### src/hw/rtl/dmxdec_pkg.sv
// ----------------------------------------------------------------------------
// dmxdec_pkg
// Shared constants and types for the downmix / boxcar / decimate block.
// ----------------------------------------------------------------------------
`default_nettype none

package dmxdec_pkg;

    // default filter shape
    localparam int TAPS_DEF  = 5;
    localparam int DECIM_DEF = 3;

    // sample and accumulator widths
    localparam int SAMPLE_W = 16;   // Q1.15 PCM
    localparam int MONO_W   = 17;   // Q1.16 mono (sum of two channels)
    localparam int ACC_W    = 22;   // signed sum of up to nine mono samples
    localparam int MAG_W    = 21;   // magnitude of that sum plus rounding half

    // reciprocal shift: exact floor division of MAG_W-bit values by d < 32
    localparam int DIV_S = MAG_W + 5;

    // configuration port
    localparam int CFG_ADDR_W = 3;
    localparam int CFG_DATA_W = 32;
    localparam int CH_CNT_W   = 2;
    localparam logic [CH_CNT_W-1:0] CH_CNT_RST = 2'd1;

    // register index codes
    localparam logic [CFG_ADDR_W-3:0] REG_NUM_CHANS = 1'b0;

    // which average the divider applies
    typedef enum logic [1:0] {
        DIV_RAW,    // raw sample 0 of a short stream
        DIV_EDGE,   // start-edge average over the taps that exist
        DIV_FULL    // full centred average
    } t_div_sel;

    // item handed from the window stage to the divider
    typedef struct packed {
        logic signed [ACC_W-1:0] acc;
        t_div_sel                sel;
    } t_sum_item;

endpackage

`default_nettype wire

### src/hw/rtl/dmxdec_window.sv
// ----------------------------------------------------------------------------
// dmxdec_window
// Downmix to mono, sample window, frame counter and decimation phase.
// Selects the sum for the result an item causes and registers it.
// ----------------------------------------------------------------------------
`default_nettype none

module dmxdec_window #(
    parameter int TAPS       = dmxdec_pkg::TAPS_DEF,
    parameter int DECIMATION = dmxdec_pkg::DECIM_DEF
) (
    input  wire logic                                   i_clk,
    input  wire logic                                   i_rst_n,
    input  wire logic                                   i_in_valid,
    output logic                                        o_in_ready,
    input  wire logic signed [dmxdec_pkg::SAMPLE_W-1:0] i_ch0_sample,
    input  wire logic signed [dmxdec_pkg::SAMPLE_W-1:0] i_ch1_sample,
    input  wire logic                                   i_stream_last,
    input  wire logic        [dmxdec_pkg::CH_CNT_W-1:0] i_num_chans,
    output logic                                        o_sum_valid,
    output dmxdec_pkg::t_sum_item                       o_sum_item,
    input  wire logic                                   i_sum_ready
);
    import dmxdec_pkg::*;

    localparam int REACH = TAPS / 2;
    localparam int SPAN  = 2 * REACH + 1;
    localparam int FC_W  = $clog2(SPAN + 1);
    localparam int PH_W  = $clog2(DECIMATION);

    // stream state
    logic signed [MONO_W-1:0] r_win [SPAN-1];
    logic        [FC_W-1:0]   r_frame_count;
    logic        [PH_W-1:0]   r_phase;
    logic signed [MONO_W-1:0] r_first;

    // registered sum stage
    logic      r_sum_valid;
    t_sum_item r_sum_item;

    logic signed [MONO_W-1:0] mono;
    logic signed [MONO_W-1:0] nwin [SPAN];
    logic signed [MONO_W-1:0] sample0;
    logic signed [ACC_W-1:0]  sum_edge;
    logic signed [ACC_W-1:0]  sum_full;
    logic        [FC_W-1:0]   pre;
    logic        [PH_W-1:0]   n_phase;
    logic        [FC_W-1:0]   n_frame_count;
    logic                     centred;
    logic                     emit;
    t_div_sel                 sel;
    logic                     accept;

    assign o_in_ready = !r_sum_valid || i_sum_ready;
    assign accept     = i_in_valid && o_in_ready;
    assign pre        = r_frame_count;
    assign centred    = pre >= FC_W'(REACH);

    // mono in Q1.16: channel sum, or the single channel doubled
    always_comb begin
        if (i_num_chans[1]) begin
            mono = MONO_W'(i_ch0_sample) + MONO_W'(i_ch1_sample);
        end else begin
            mono = {i_ch0_sample, 1'b0};
        end
    end

    // window after this item, newest first
    always_comb begin
        nwin[0] = mono;
        for (int k = 1; k < SPAN; k++) begin
            nwin[k] = r_win[k-1];
        end
    end

    assign sample0 = (pre == '0) ? mono : r_first;

    // start-edge sum: stream samples 0..REACH; full sum over the window
    always_comb begin
        sum_edge = '0;
        for (int j = 0; j <= REACH; j++) begin
            sum_edge = sum_edge + ACC_W'(nwin[TAPS-1-j]);
        end
        sum_full = '0;
        for (int k = 0; k < SPAN; k++) begin
            sum_full = sum_full + ACC_W'(nwin[k]);
        end
    end

    // next centre phase; restarts at the first centred frame
    always_comb begin
        if (pre == FC_W'(REACH)) begin
            n_phase = '0;
        end else if (r_phase == PH_W'(DECIMATION - 1)) begin
            n_phase = '0;
        end else begin
            n_phase = r_phase + 1'b1;
        end
        n_frame_count = (pre == FC_W'(SPAN)) ? FC_W'(SPAN) : pre + 1'b1;
    end

    // result decision
    always_comb begin
        emit = 1'b0;
        sel  = DIV_FULL;
        priority if (pre < FC_W'(TAPS - 1)) begin
            emit = i_stream_last && (pre >= FC_W'(DECIMATION - 1));
            sel  = DIV_RAW;
        end else if (pre == FC_W'(TAPS - 1)) begin
            emit = 1'b1;
            sel  = DIV_EDGE;
        end else begin
            emit = centred && (n_phase == '0);
            sel  = DIV_FULL;
        end
    end

    // stream state update
    always_ff @(posedge i_clk) begin
        if (!i_rst_n) begin
            for (int k = 0; k < SPAN - 1; k++) begin
                r_win[k] <= '0;
            end
            r_frame_count <= '0;
            r_phase       <= '0;
        end else if (accept) begin
            if (i_stream_last) begin
                for (int k = 0; k < SPAN - 1; k++) begin
                    r_win[k] <= '0;
                end
                r_frame_count <= '0;
                r_phase       <= '0;
            end else begin
                for (int k = 0; k < SPAN - 1; k++) begin
                    r_win[k] <= nwin[k];
                end
                r_frame_count <= n_frame_count;
                if (centred) begin
                    r_phase <= n_phase;
                end
            end
        end
    end

    // first sample of the stream, for short streams
    always_ff @(posedge i_clk) begin
        if (accept && (pre == '0)) begin
            r_first <= mono;
        end
    end

    // sum register
    always_ff @(posedge i_clk) begin
        if (!i_rst_n) begin
            r_sum_valid <= 1'b0;
        end else if (o_in_ready) begin
            r_sum_valid <= accept && emit;
        end
    end

    always_ff @(posedge i_clk) begin
        if (o_in_ready) begin
            r_sum_item.sel <= sel;
            unique case (sel)
                DIV_RAW:  r_sum_item.acc <= ACC_W'(sample0);
                DIV_EDGE: r_sum_item.acc <= sum_edge;
                default:  r_sum_item.acc <= sum_full;
            endcase
        end
    end

    assign o_sum_valid = r_sum_valid;
    assign o_sum_item  = r_sum_item;

endmodule

`default_nettype wire

### src/hw/rtl/dmxdec_divide.sv
// ----------------------------------------------------------------------------
// dmxdec_divide
// Rounded division of the tap sum by twice the tap count, Q1.16 to Q1.15,
// by reciprocal multiplication. Holds the output register.
// ----------------------------------------------------------------------------
`default_nettype none

module dmxdec_divide #(
    parameter int TAPS = dmxdec_pkg::TAPS_DEF
) (
    input  wire logic                                   i_clk,
    input  wire logic                                   i_rst_n,
    input  wire logic                                   i_sum_valid,
    input  dmxdec_pkg::t_sum_item                       i_sum_item,
    output logic                                        o_sum_ready,
    output logic                                        o_out_valid,
    output logic signed [dmxdec_pkg::SAMPLE_W-1:0]      o_out_sample,
    input  wire logic                                   i_out_ready
);
    import dmxdec_pkg::*;

    localparam int REACH = TAPS / 2;
    localparam int SPAN  = 2 * REACH + 1;
    localparam int PROD_W = MAG_W + DIV_S;
    localparam longint unsigned SCALE = 64'd1 << DIV_S;

    // divisors 2, 2*(REACH+1), 2*SPAN; reciprocals rounded up
    localparam logic [DIV_S-1:0] M_RAW  = DIV_S'((SCALE + 64'd1) / 64'd2);
    localparam logic [DIV_S-1:0] M_EDGE =
        DIV_S'((SCALE + 64'(2 * (REACH + 1)) - 64'd1) / 64'(2 * (REACH + 1)));
    localparam logic [DIV_S-1:0] M_FULL =
        DIV_S'((SCALE + 64'(2 * SPAN) - 64'd1) / 64'(2 * SPAN));

    logic                      r_out_valid;
    logic signed [SAMPLE_W-1:0] r_out_sample;

    logic                 neg;
    logic [MAG_W-1:0]     mag_abs;
    logic [MAG_W-1:0]     half;
    logic [MAG_W-1:0]     mag_rnd;
    logic [DIV_S-1:0]     recip;
    logic [PROD_W-1:0]    prod;
    logic [SAMPLE_W:0]    quo;
    logic [SAMPLE_W:0]    res;

    assign o_sum_ready = !r_out_valid || i_out_ready;

    // pick reciprocal and rounding half of the divisor
    always_comb begin
        unique case (i_sum_item.sel)
            DIV_RAW: begin
                recip = M_RAW;
                half  = MAG_W'(1);
            end
            DIV_EDGE: begin
                recip = M_EDGE;
                half  = MAG_W'(REACH + 1);
            end
            default: begin
                recip = M_FULL;
                half  = MAG_W'(SPAN);
            end
        endcase
    end

    // sign-magnitude rounding, ties away from zero
    always_comb begin
        neg     = i_sum_item.acc[ACC_W-1];
        mag_abs = neg ? MAG_W'(-i_sum_item.acc) : MAG_W'(i_sum_item.acc);
        mag_rnd = mag_abs + half;
        prod    = PROD_W'(mag_rnd) * PROD_W'(recip);
        quo     = prod[DIV_S +: SAMPLE_W+1];
        res     = neg ? -quo : quo;
    end

    // output register
    always_ff @(posedge i_clk) begin
        if (!i_rst_n) begin
            r_out_valid <= 1'b0;
        end else if (o_sum_ready) begin
            r_out_valid <= i_sum_valid;
        end
    end

    always_ff @(posedge i_clk) begin
        if (o_sum_ready && i_sum_valid) begin
            r_out_sample <= res[SAMPLE_W-1:0];
        end
    end

    assign o_out_valid  = r_out_valid;
    assign o_out_sample = r_out_sample;

endmodule

`default_nettype wire

### src/hw/rtl/downmix_boxcar_decimate_by_three.sv
// ----------------------------------------------------------------------------
// downmix_boxcar_decimate_by_three
// A result is registered in the window sum stage, then the output register.
// One item per cycle unless stalled; window update is one register step.
// Reset (synchronous, active low): window, frame count, phase and pipeline
// valids cleared; the channel mode register returns to 1.
// ----------------------------------------------------------------------------
`default_nettype none

module downmix_boxcar_decimate_by_three #(
    parameter int TAPS       = dmxdec_pkg::TAPS_DEF,
    parameter int DECIMATION = dmxdec_pkg::DECIM_DEF
) (
    input  wire logic                                   i_clk,
    input  wire logic                                   i_rst_n,
    // configuration port
    input  wire logic                                   psel,
    input  wire logic                                   penable,
    input  wire logic                                   pwrite,
    input  wire logic [dmxdec_pkg::CFG_ADDR_W-1:0]      paddr,
    input  wire logic [dmxdec_pkg::CFG_DATA_W-1:0]      pwdata,
    output logic      [dmxdec_pkg::CFG_DATA_W-1:0]      prdata,
    output logic                                        pready,
    // input items
    input  wire logic                                   i_in_valid,
    output logic                                        o_in_ready,
    input  wire logic signed [dmxdec_pkg::SAMPLE_W-1:0] i_ch0_sample,
    input  wire logic signed [dmxdec_pkg::SAMPLE_W-1:0] i_ch1_sample,
    input  wire logic                                   i_stream_last,
    // result items
    output logic                                        o_out_valid,
    input  wire logic                                   i_out_ready,
    output logic signed [dmxdec_pkg::SAMPLE_W-1:0]      o_out_sample
);
    import dmxdec_pkg::*;

    logic [CH_CNT_W-1:0]     r_num_chans;
    logic                    reg_hit;
    logic                    sum_valid;
    logic                    sum_ready;
    t_sum_item               sum_item;

    // register file: channel mode only
    assign pready  = 1'b1;
    assign reg_hit = paddr[CFG_ADDR_W-1:2] == REG_NUM_CHANS;

    always_ff @(posedge i_clk) begin
        if (!i_rst_n) begin
            r_num_chans <= CH_CNT_RST;
        end else if (psel && penable && pwrite && pready && reg_hit) begin
            r_num_chans <= pwdata[CH_CNT_W-1:0];
        end
    end

    assign prdata = reg_hit ? CFG_DATA_W'(r_num_chans) : '0;

    // window and sum selection
    dmxdec_window #(
        .TAPS       (TAPS),
        .DECIMATION (DECIMATION)
    ) u_window (
        .i_clk           (i_clk),
        .i_rst_n         (i_rst_n),
        .i_in_valid      (i_in_valid),
        .o_in_ready      (o_in_ready),
        .i_ch0_sample    (i_ch0_sample),
        .i_ch1_sample    (i_ch1_sample),
        .i_stream_last   (i_stream_last),
        .i_num_chans     (r_num_chans),
        .o_sum_valid     (sum_valid),
        .o_sum_item      (sum_item),
        .i_sum_ready     (sum_ready)
    );

    // rounding divider and output register
    dmxdec_divide #(
        .TAPS (TAPS)
    ) u_divide (
        .i_clk        (i_clk),
        .i_rst_n      (i_rst_n),
        .i_sum_valid  (sum_valid),
        .i_sum_item   (sum_item),
        .o_sum_ready  (sum_ready),
        .o_out_valid  (o_out_valid),
        .o_out_sample (o_out_sample),
        .i_out_ready  (i_out_ready)
    );

endmodule

`default_nettype wire
### config.mk
export PLATFORM = sky130hd
export DESIGN_NAME = downmix_boxcar_decimate_by_three
export DESIGN_NICKNAME = d
export VERILOG_FILES = /design/src/hw/rtl/dmxdec_pkg.sv /design/src/hw/rtl/dmxdec_window.sv /design/src/hw/rtl/dmxdec_divide.sv /design/src/hw/rtl/downmix_boxcar_decimate_by_three.sv
export SDC_FILE = /design/constraint.sdc
export NUM_CORES = 1
export LEC_CHECK = 0
export ABC_AREA = 0
export BUFFER_PORTS_ARGS = -buffer_cell sky130_fd_sc_hd__buf_2
export CAP_MARGIN = 20
export CORE_ASPECT_RATIO = 2
export CORE_MARGIN = 2
export CORE_UTILIZATION = 69
export DETAILED_ROUTE_END_ITERATION = 8
export PLACE_DENSITY = 0.86
export SLEW_MARGIN = 20
export SYNTH_ARGS = -nofsm -noshare
export SYNTH_HDL_FRONTEND = slang
export SYNTH_HIERARCHICAL = 1
export SYNTH_SLANG_ARGS = --single-unit
### constraint.sdc
create_clock -name i_clk -period 33.3 [get_ports i_clk]
set_input_delay 1.665 -clock i_clk [delete_from_list [all_inputs] [get_ports i_clk]]
set_output_delay 1.665 -clock i_clk [all_outputs]
set_load 0.03 [all_outputs]
## Yosys cells after proc, flatten, opt, wreduce, memory -nomap -nowiden

Memories as Yosys holds them, arrays and structs flattened.
Cells that the tools add are included.

- Memory bits (writable): 68
- Memories kept: 1
- Input bits: 75
- Bits in latches: 0
- Memory bits (read-only): 0
- Bits in registers: 66
- Output and inout bits: 51

- Shifts and indexed selects: 0
- Divide/modulo/power cells: 0
- $add $sub $neg: 12
- Muxes and demuxes: 35
- $mul: 1
- Bitwise operators: 9
- Equality and inequality tests: 6
- Magnitude comparators: 2
- Reduce and logical (&&, ||, !) cells: 19

Memory list:

| memory | words | bits a word | read ports | clocked after memory_dff | wr ports | RTL line | RTL |
|---|---|---|---|---|---|---|---|
| u_window.r_win | 4 | 17 | 4 | 0 | 4 | dmxdec_window.sv:32 | `logic signed [MONO_W-1:0] r_win [SPAN-1];` |

Operator list:

| kind | count |
|---|---|
| $mux W17 | 10 |
| $pmux W26 S2 | 1 |
| $add A22 B17 Y22 | 2 |
| $pmux W22 S2 | 1 |
| $mul A21 B26 Y42 | 1 |
| $add A18 B17 Y19 | 2 |
| $add A17 B17 Y18 | 2 |
| $add A21 B3 Y21 | 1 |
| $mux W21 | 1 |
| $neg A21 Y21 | 1 |
| $add A16 B16 Y17 | 1 |
| $mux W16 | 1 |
| $neg A16 Y16 | 1 |
| $mux W2 | 7 |
| $mux W1 | 11 |
| $logic_and A1 B1 Y1 | 9 |
| $or A1 B1 Y1 | 8 |
| $eq A3 B3 Y1 const B | 2 |
| $logic_not A2 Y1 | 3 |
| $mux W3 | 2 |
| $pmux W3 S2 | 1 |
| $eq A2 B1 Y1 const B | 2 |
| $add A3 B1 Y3 const B | 1 |
| $eq A3 B2 Y1 const B | 1 |
| other kinds (10) | 12 |

## Depth between registers and ports, before layout

Gate-level depths: netlist of run 1.

- Depth in word-level cells: 9
- Gate-level depth with buffers: 44

## Hierarchy

Netlist of run 1, hierarchy kept.

Modules (own cells, without submodules):

| module | instances | area an instance (um^2) | cells an instance |
|---|---|---|---|
| dmxdec_divide | 1 | 10,654.0 | 1,176 |
| dmxdec_window | 1 | 9,097.5 | 877 |
| downmix_boxcar_decimate_by_three | 1 | 351.6 | 44 |

## Worst setup path after synthesis of run 1

Ideal clock, no wire load.

- Path type: flip-flop to flip-flop
- From: reg u_window.r_sum_item (netlist bit u_window/o_sum_item[22])
- To: reg u_divide.r_out_sample[14] (netlist: u_divide/o_out_sample[14]) (data pin)
- Period minus slack after synthesis: 10,585 ps
- Library setup time: 264 ps
- Stages on the path, launching flop included: 39
- Path slack: 22,715 ps
- Arrival time: 10,321 ps
- Path through: edfxtp_1 buf_4 clkbuf_1 clkbuf_1 clkbuf_1 clkbuf_1 nand2_1 o21ai_0 inv_1 fa_1 inv_1 a21oi_1 nor2_1 nand3b_1 nand4bb_1 or4_4 nor3_2 xnor2_1 [... 3 more ...] inv_1 fa_1 fa_1 fa_1 inv_1 fa_1 fa_1 ha_1 or2_2 a21oi_1 a21oi_1 or3_1 o21ai_1 xnor2_1 or4b_1 nand3b_1 o31ai_1 xnor2_1

- Word-level cells in the longest chain between the ends: 6

RTL lines:

| element | RTL line | RTL |
|---|---|---|
| start: declaration | dmxdec_window.sv:39 | `t_sum_item r_sum_item;` |
| $neg A21 Y21 | dmxdec_divide.sv:69 | `mag_abs = neg ? MAG_W'(-i_sum_item.acc) : MAG_W'(i_sum_item.acc);` |
| $mux W21 (*) | dmxdec_divide.sv:69 |  |
| $add A21 B3 Y21 (*) | dmxdec_divide.sv:70 | `mag_rnd = mag_abs + half;` |
| $mul A21 B26 Y42 (*) | dmxdec_divide.sv:71 | `prod = PROD_W'(mag_rnd) * PROD_W'(recip);` |
| $neg A16 Y16 | dmxdec_divide.sv:73 | `res = neg ? -quo : quo;` |
| $mux W16 (*) | dmxdec_divide.sv:73 |  |
| named net u_divide.res[14] | dmxdec_divide.sv:44 | `logic [SAMPLE_W:0] res;` |
| end signal: assignment | dmxdec_divide.sv:87 | `r_out_sample <= res[SAMPLE_W-1:0];` |
| end: declaration | dmxdec_divide.sv:35 | `logic signed [SAMPLE_W-1:0] r_out_sample;` |

The timed path passes the listed nets; every way through them passes the cells marked *.
A chain may end at the register's enable or synchronous reset.

## Final worst setup path of run 1

- From: reg u_window.r_sum_item (netlist bit u_window/o_sum_item[3])
- To: reg u_divide.r_out_sample[15] (netlist: u_divide/o_out_sample[15]) (data pin)

The elaborated chain is that of the path after synthesis.

==> impl_results.md, run 1 <==
* Synthesized area at between 20,000 and 25,000 um2
* Initial antenna violation count at 0
* CP most frequent cell: inv_1
* CP max stage cell: xnor2_1
* Warning count from the yosys run at 6
* RSZ-0062 raised after global routing: false
* R2R cell count at 38
* Worst Skew at approximately 0.014 ns
* Cell taking the most area after synthesis: fa_1
* Flop pwr share at 0.292
* Sw frac at 0.396
* Worst-margin pin slew at 1.20 ns
* Max-slew violations at 0
* F_max at ~74 MHz
* Sw power at 0.271 mW
* CP Capture Type: register
* First-pass GRT wire length at between 80,000 and 90,000 um
* Worst skew pair latency at 0.44 ns
* Internal at 0.413 mW
* Min Clock Period, post-route at around 13 ns
* Gr ovfl total at 0
* Yosys reg bits at ~130
* Synth top area share at 0.274
* # IOs at approximately 130
* Most common cell in the netlist: inv_1
* CP Launch Type: register
* Clock buffer depth at 2
* Combinational power share at 0.417
* Avg Inst Size Synth at 9.59 um2
* Setup CP Type: register to register
* CTS Hold Buffers Added at 0
* Setup_tns at 0 ns
* Setup bufs post-CTS at 0
* Unique masters post-synth at between 100 and 150
* Post-Layout Cell Count at 2,506
* Hold depth at 2
* FP Rows at 88
* Inst Count DP at around 2,500
* Width of the die at ~120 um
* # clock sinks at ~130
* Drt drc at 0
* Clk root buf: clkbuf_16
* CTS H-Tree Depth at 4
* Largest net degree at the start of global routing at between 50 and 60
* Share of layout cells above drive strength 1 at 0.0760
* Post-route ant nets at 0
* Clock share of power at 0.291
* WP data required at approximately 33 ns
* Commonest cells post-synth: 406 x inv_1, 275 x fa_1, 206 x ha_1, 147 x nor2_1, 110 x a21oi_1
* Critical Path AT at around 14 ns
* DP Wirelength at slightly below 50,000 um
* Clk slew on worst S/H paths at roughly 0.07 ns
* Total CTS buffers at 17
* Vias at between 15,000 and 20,000
* Gr usage total at 0.388
* PortBufs at 62
* Iteration-0 DRC Markers at 845
* Final GP Congestion at about 1.0
* Fin nets at roughly 2,700
* EDFF count, synth at ~110
* Core ar. at 28,700 um2
* Avg WL per Cell at ~23 um
* TritonCTS clock tree: built
* Die ar. at 30,600 um2
* Final setup fails at 0
* Antenna Cells at 0
* Mapped Cells at around 2,100
* Number of max-cap violations at 0
* First-pass DRT Iterations at 5
* Outcome: finished clean
* Final Hold Violating Endpoints at 0
* CP max FO at 8
* Register area share after synthesis at 0.186
* HP Class: register to register
* Post_cts resized at 0
* Rel. slew slack at 0.185
* Ranking of synthesized cells by area: fa_1 27%, edfxtp_1 16%, ha_1 13%
* Area Growth Syn to Fin at 5.61%
* Vias in the first global route at between 15,000 and 20,000
* Maximum VDD drop at between 0.05 and 0.06 mV
* Vias per cell at approximately 6.2
* Period utilisation layout at 0.404
* Leak at 10.5 nW
* Die Height at around 250 um
* Main synth FF type: edfxtp_1
* Ys async rst share at 0
* Starting Density at 0.700
* Routed WL at 58,400 um
* Crit path largest cell delay at 0.79 ns
* Pwr/cell area at ~32 nW/um2
[power by group through the flow]
stage,clock network (mW),registers [mW],logic [mW]
4_1_cts,0.200,0.200,0.276
6_report,0.199,0.200,0.285
5_1_grt,0.206,0.201,0.307
2_1_floorplan,0,0.200,0.204
3_5_place_dp,0,0.203,0.271
3_3_place_gp,0,0.202,0.259
[worst paths after layout]
kind | start | end | slack [ns]
hold / removal | u_window/o_sum_valid | u_divide/o_out_valid | 0.50
setup reg to reg | u_window/o_sum_item[3] | u_divide/o_out_sample[15] | 19.86
setup / recovery | u_window/o_sum_item[3] | u_divide/o_out_sample[15] | 19.86
hold reg to reg | u_window/o_sum_valid | u_divide/o_out_valid | 0.50
[state kept, by name, indices dropped and copies added (netlist names)]
signal and cells:
u_window/r_win 68, u_window/o_sum_item 23, u_window/r_first 17, u_divide/o_out_sample 16, u_window/pre 3, r_num_chans 2
u_window/r_phase 2, u_divide/o_out_valid 1, u_window/o_sum_valid 1
[per-stage QoR]
| step | instance area [um2] | hold WS, ns | power (mW) | setup slack, ns | utilization |
|---|---|---|---|---|---|
| 5_1_grt | 21200 | 0.532 | 0.714 | 19.46 | 0.739 |
| 3_5_place_dp | 20600 | 0.487 | 0.474 | 20.86 | 0.717 |
| 6_report | 21200 | 0.504 | 0.684 | 19.86 | 0.739 |
| 4_1_cts | 21200 | 0.508 | 0.675 | 20.83 | 0.739 |
| 3_3_place_gp | 20600 | 0.465 | 0.461 | 20.91 | 0.717 |
| 2_1_floorplan | 20200 | 0.444 | 0.404 | 22.71 | - |
[kinds of logic (layout without fill, tap and decap cells)]
family                   after synthesis  in the layout  synth area share
AO/OA/AOI/OAI                        361            361             0.120
XOR/XNOR                              93             93            0.0412
adder cells (fa/ha/maj)              481            481             0.402
buffers and inverters                495            515            0.0991
flip-flops                           133            133             0.186
multiplexers                          22             22            0.0169
other                                  2             31          0.000374
AND/OR/NAND/NOR                      510            510             0.135
[layout make-up]
type	instances	area, um2
clock inverters	15	189
fillers	2037	7510
flip-flops and latches	133	3730
repair buffers	75	408
inverters	408	1530
clock buffers	17	425
well taps	360	450
multi-input cells	1498	14500
[worst max-delay path: cells and delay by family, from the launching register on]
family / cells / cell delay, ns
compound gates: 8 / 2.85
xor+xnor: 4 / 2.05
fa+ha+maj: 10 / 4.56
buf+inv: 7 / 0.48
flops: 1 / 0.61
simple gates: 9 / 2.63
[placed cells by master (no fill, tap or decap), types with 25 or more instances in the layout]
cell      netlist  routed
dfxtp_1        26      26
nand2_1        91      91
nor2b_1        27      27
buf_2           5      62
xnor2_1        62      62
nor2_1        147     146
a21o_1         27      27
o21ai_0        60      60
fa_1          275     275
edfxtp_1      107     107
ha_1          206     206
inv_1         406     406
conb_1          2      31
xor2_1         30      30
a21oi_1       110     110
and2_1         25      25
and3_1         35      35
nor3_1         32      31
[layer usage]
metal	wire length (um)	vias up	part of all wire	GRT usage
met1	15800	7547	0.27	0.299
met4	8050	0	0.14	0.441
li1	-	6999	-	-
met3	3200	357	0.055	0.0768
met2	31400	718	0.54	0.727
met5	0	-	0	0
Note: power is estimated with default switching activity, not from simulation.
==> inputs of run 2 (changes only) <==
CORE_UTILIZATION = 64   (was 69)
PLACE_DENSITY = 0.8   (was 0.86)
clock period = 12.6 ns   (was 33.3 ns; I/O delays follow)
==> run 2 against run 1 <==
Compared with the run above:
- clock power rose to 2.5 times the previous value
- sequential cell count did not move
- count of clock-buffer cells in the layout did not move
- largest power group unchanged
==> impl_results.md, run 2 (same netlist as run 1, synthesis figures left out) <==
* Post_cts resized at 0
* Avg WL per Cell at between 20 and 25 um
* Reg2reg start: u_window/o_sum_item[2]
* Initial antenna violation count at 0
* Setup bufs post-CTS at 0
* CTS H-Tree Depth at 4
* R2R cell count at 33
* Pwr/cell area at between 80 and 90 nW/um2
* Final setup margin at 0.978 ns
* Max reg flops at 68
* F_max at 86.0 MHz
* Critical Path AT at approximately 12 ns
* Final Hold Violating Endpoints at 0
* Fin nets at approximately 2,700
* CP Launch Type: register
* Reg-to-reg slack, setup at between 0.9 and 1 ns
* Biggest register: u_window/r_win
* Vias per cell at between 6 and 7
* Hold depth at 3
* Width of the die at ~130 um
* Gr usage total at 0.357
* Clk root buf: clkbuf_16
* Fillers at ~2,400
* Die Height at roughly 250 um
* Post-route ant nets at 0
* # IOs at around 130
* First-pass GRT wire length at between 80,000 and 90,000 um
* Area Growth Syn to Fin at 5.96%
* RSZ-0062 raised after global routing: false
* Worst hold endpoint: r_num_chans[1]
* Leak at 10.5 nW
* WP data required at ~13 ns
* PortBufs at 62
* Largest net degree at the start of global routing at 53
* Routed WL at 56,400 um
* Core ar. at approximately 30,000 um2
* TritonCTS clock tree: built
* Crit path max-delay family: adder cells
* Min Clock Period, post-route at 11.62 ns
* Setup CP Type: register to register
* Crit path largest cell delay at ~0.63 ns
* CP Capture Type: register
* Worst r2r dst: u_divide/o_out_sample[15]
* Starting Density at 0.652
* Final core occ at 0.690
* Worst-margin pin slew at around 0.95 ns
* CP max FO at 8
* First-pass DRT Iterations at 5
* Commonest non-fill, non-tap cell in the layout: inv_1
* CTS Hold Buffers Added at 0
* Vias in the first global route at approximately 17,000
* Antenna Cells at 0
* Clk slew on worst S/H paths at about 0.070 ns
* Final GP Congestion at a little over 1
* FP Rows at 91
* HP Class: input port to register
* CP most frequent cell: fa_1
* Die ar. at 32,900 um2
* Final setup fails at 0
* Outcome: finished clean
* DP Wirelength at around 47,000 um
* Iteration-0 DRC Markers at between 800 and 900
* Vias at between 15,000 and 20,000
* Maximum VDD drop at a little under 0.1 mV
* WP buf/inv at 3
* Drt drc at 0
* Rel. slew slack at 0.366
* Tot Pwr at about 1.8 mW
* Inst Count DP at between 2,000 and 3,000
* Clock buffer depth at 2
* # clock sinks at between 100 and 150
* Gr ovfl total at 0
* Worst slack, placed at roughly 1.1 ns
* Max-slew violations at 0
* Worst skew pair latency at 0.45 ns
* Worst Skew at approximately 0.022 ns
* Setup_tns at 0 ns
* Total CTS buffers at 17
* Share of layout cells above drive strength 1 at 0.0768
* Hold_sp: pwdata[1]
* Period utilisation layout at 0.922
* Post-Layout Cell Count at between 2,000 and 3,000
* CP max stage cell: fa_1
* Number of max-cap violations at 0
* Most frequent cells in the layout: 406 x inv_1, 275 x fa_1, 206 x ha_1
[run 2: tightest hold or removal path: stages]
cell     delay [ns]
buf_2          0.10
nand2_1        0.04
mux2i_1        0.05
[run 2: layout make-up]
| type | count | area [um2] | area share |
|---|---|---|---|
| Sequential cell | 133 | 3730 | 0.175 |
| Inverter | 408 | 1530 | 0.0719 |
| Timing Repair Buffer | 77 | 423 | 0.0199 |
| Clock inverter | 15 | 171 | 0.00805 |
| Multi-Input combinational cell | 1498 | 14500 | 0.680 |
| Tap cell | 418 | 523 | 0.0246 |
| Clock buffer | 17 | 425 | 0.0200 |
[run 2: through the flow]
stage	hold WS [ns]	instance area (um2)
3_3_place_gp	0.468	20700
2_1_floorplan	0.444	20200
6_report	0.424	21300
4_1_cts	0.418	21300
5_1_grt	0.443	21300
3_5_place_dp	0.470	20700
[run 2: worst max path at each step]
| stage | from | endpoint | slack, ns | cells after the start |
|---|---|---|---|---|
| floorplan | u_window/o_sum_item[22] | u_divide/o_out_sample[14] | 2.01 | 38 |
| global placement | u_window/o_sum_item[2] | u_divide/o_out_sample[15] | 1.25 | 33 |
| detailed placement | u_window/o_sum_item[2] | u_divide/o_out_sample[15] | 1.12 | 33 |
| CTS | u_window/o_sum_item[2] | u_divide/o_out_sample[15] | 1.14 | 33 |
| global route | u_window/o_sum_item[2] | u_divide/o_out_sample[15] | 0.57 | 33 |
| finish | u_window/o_sum_item[2] | u_divide/o_out_sample[15] | 0.98 | 33 |
[run 2: report_power, final]
group / leakage, nW / total (mW) / switching (mW) / internal (mW)
Combinational: 8.91 / 0.749 / 0.461 / 0.288
Sequential: 1.33 / 0.530 / 0.0255 / 0.504
Clock: 0.293 / 0.502 / 0.234 / 0.267
Total: 10.5 / 1.78 / 0.721 / 1.06
[run 2: metal layers]
layer / GRT usage / wire length (um) / vias up
li1: - / - / 7011
met1: 0.295 / 15800 / 7668
met2: 0.691 / 31900 / 601
met3: 0.0434 / 2220 / 306
met4: 0.342 / 6480 / 0
met5: 0 / 0 / -
==> inputs of run 3 (changes only) <==
RECOVER_POWER = 100   (was default)
SETUP_SLACK_MARGIN = 0.4   (was default)
==> run 3 against run 2 <==
Compared with the run above:
- the flow now finishes with violations (max-capacitance violations, max-slew violations)
- register-to-register slack got worse by 0.07 ns
- cell count unchanged
- setup slack got worse by 0.069 ns
- first-iteration DRC count decreased by 1.9%
- die area unchanged
- worst hold slack about the same
- clock power about the same
- final area decreased by 0.46%
==> impl_results.md, run 3 (same netlist as run 1, synthesis figures left out) <==
* Crit path largest cell delay at between 0.6 and 0.7 ns
* Reg2reg start: u_window/o_sum_item[2]
* Fin nets at approximately 2,700
* CTS Hold Buffers Added at 0
* # IOs at ~130
* Die ar. at about 33,000 um2
* Initial antenna violation count at 0
* Reg-to-reg slack, setup at 0.91 ns
* Worst hold endpoint: r_num_chans[1]
* Iteration-0 DRC Markers at 826
* CP Capture Type: register
* Commonest non-fill, non-tap cell in the layout: inv_1
* Setup bufs post-CTS at 0
* Inst Count DP at about 2,500
* First-pass DRT Iterations at 5
* Vias at 15,600
* CP max stage cell: or4_1
* Worst r2r dst: u_divide/o_out_sample[15]
* F_max at between 80 and 90 MHz
* Setup_tns at 0 ns
* Post_cts resized at 0
* Min Clock Period, post-route at 11.69 ns
* Worst-margin pin slew at around 2.2 ns
* Biggest register: u_window/r_win
* Clk root buf: clkbuf_16
* Area Growth Syn to Fin at 5.47%
* Final Hold Violating Endpoints at 0
* CP Launch Type: register
* RSZ-0062 raised after global routing: false
* First-pass GRT wire length at 87,000 um
* Width of the die at 129 um
* TritonCTS clock tree: built
* Max-slew violations at between 100 and 150
* Clock buffer depth at 2
* Largest net degree at the start of global routing at 53
* PortBufs at 62
* Gr ovfl total at 0
* Die Height at 255 um
* Critical path origin: u_window/o_sum_item[2]
* CTS H-Tree Depth at 4
* Gr usage total at 0.357
* CP max FO at 8
* HP Class: input port to register
* Starting Density at 0.652
* Post-route ant nets at 0
* Share of layout cells above drive strength 1 at 0.0587
* Routed WL at 56,500 um
* Failing checks: max-capacitance violations, max-slew violations
* Final core occ at 0.687
* Setup CP Type: register to register
* DP Wirelength at 47,500 um
* Drt drc at 0
* # clock sinks at 133
* Rel. slew slack at -0.437
* Vias in the first global route at approximately 17,000
* Total CTS buffers at 17
* Hold depth at 3
* Critical Path AT at about 12 ns
* R2R cell count at 33
* Period utilisation layout at 0.928
* Vias per cell at just over 6
* Hold_sp: pwdata[1]
* Maximum VDD drop at 0.0978 mV
* Clk slew on worst S/H paths at ~0.080 ns
* Avg WL per Cell at ~22 um
* Worst skew pair latency at ~0.45 ns
* Final GP Congestion at a little over 1
* Final setup fails at 0
* Antenna Cells at 0
* Pwr/cell area at roughly 84 nW/um2
* CP most frequent cell: fa_1
* Worst Skew at ~0.025 ns
* Max reg flops at slightly below 70
* Leak at ~10 nW
* FP Rows at 91
* Most frequent cells in the layout: 406 x inv_1, 275 x fa_1, 206 x ha_1
* Post-Layout Cell Count at 2,566
* Outcome: finished with violations
* Number of max-cap violations at 4
* WP data required at between 10 and 15 ns
* Core ar. at about 31,000 um2
## run 3: power by group
part | total (mW) | internal (mW) | switching, mW
Sequential | 0.530 | 0.505 | 0.0255
Clock | 0.505 | 0.267 | 0.237
Combinational | 0.745 | 0.285 | 0.460
Total | 1.78 | 1.06 | 0.723
## run 3: layer usage
layer,GRT usage,up-vias,share of wire
li1,-,7015,-
met1,0.295,7653,0.28
met2,0.691,605,0.57
met3,0.0434,306,0.038
met4,0.342,0,0.11
met5,0,-,0
## run 3: critical path: cells and delay by family, from the launching register on
family                   cells  cell delay (ns)
adder cells (fa/ha/maj)     10             4.85
AND/OR/NAND/NOR              9             2.68
AO/OA/AOI/OAI                7             1.84
XOR/XNOR                     4             1.26
flip-flops                   1             0.53
buffers and inverters        3             0.30
## run 3: stage by stage
step	setup slack [ns]	hold slack [ns]	instance area (um2)	power, mW
final	0.910	0.424	21200	1.78
after global routing	0.496	0.443	21200	1.86
after CTS	1.14	0.418	21300	1.77
after detailed placement	1.12	0.470	20700	1.26
after global placement	1.25	0.468	20700	1.22
after floorplan	2.01	0.444	20200	1.07
## run 3: worst max path at each step
stage	endpoint	cells past startpoint	slack (ns)
after floorplan	u_divide/o_out_sample[14]	38	2.01
final	u_divide/o_out_sample[15]	33	0.91
after global routing	u_divide/o_out_sample[15]	33	0.50
after detailed placement	u_divide/o_out_sample[15]	33	1.12
after CTS	u_divide/o_out_sample[15]	33	1.14
after global placement	u_divide/o_out_sample[15]	33	1.25
## run 3: layout make-up
type                            instances  area (um2)
Multi-Input combinational cell       1498       14500
Fill cell                            2422        9650
Sequential cell                       133        3730
Inverter                              408        1530
Tap cell                              418         523
Clock buffer                           17         425
Timing Repair Buffer                   77         365
Clock inverter                         15         171
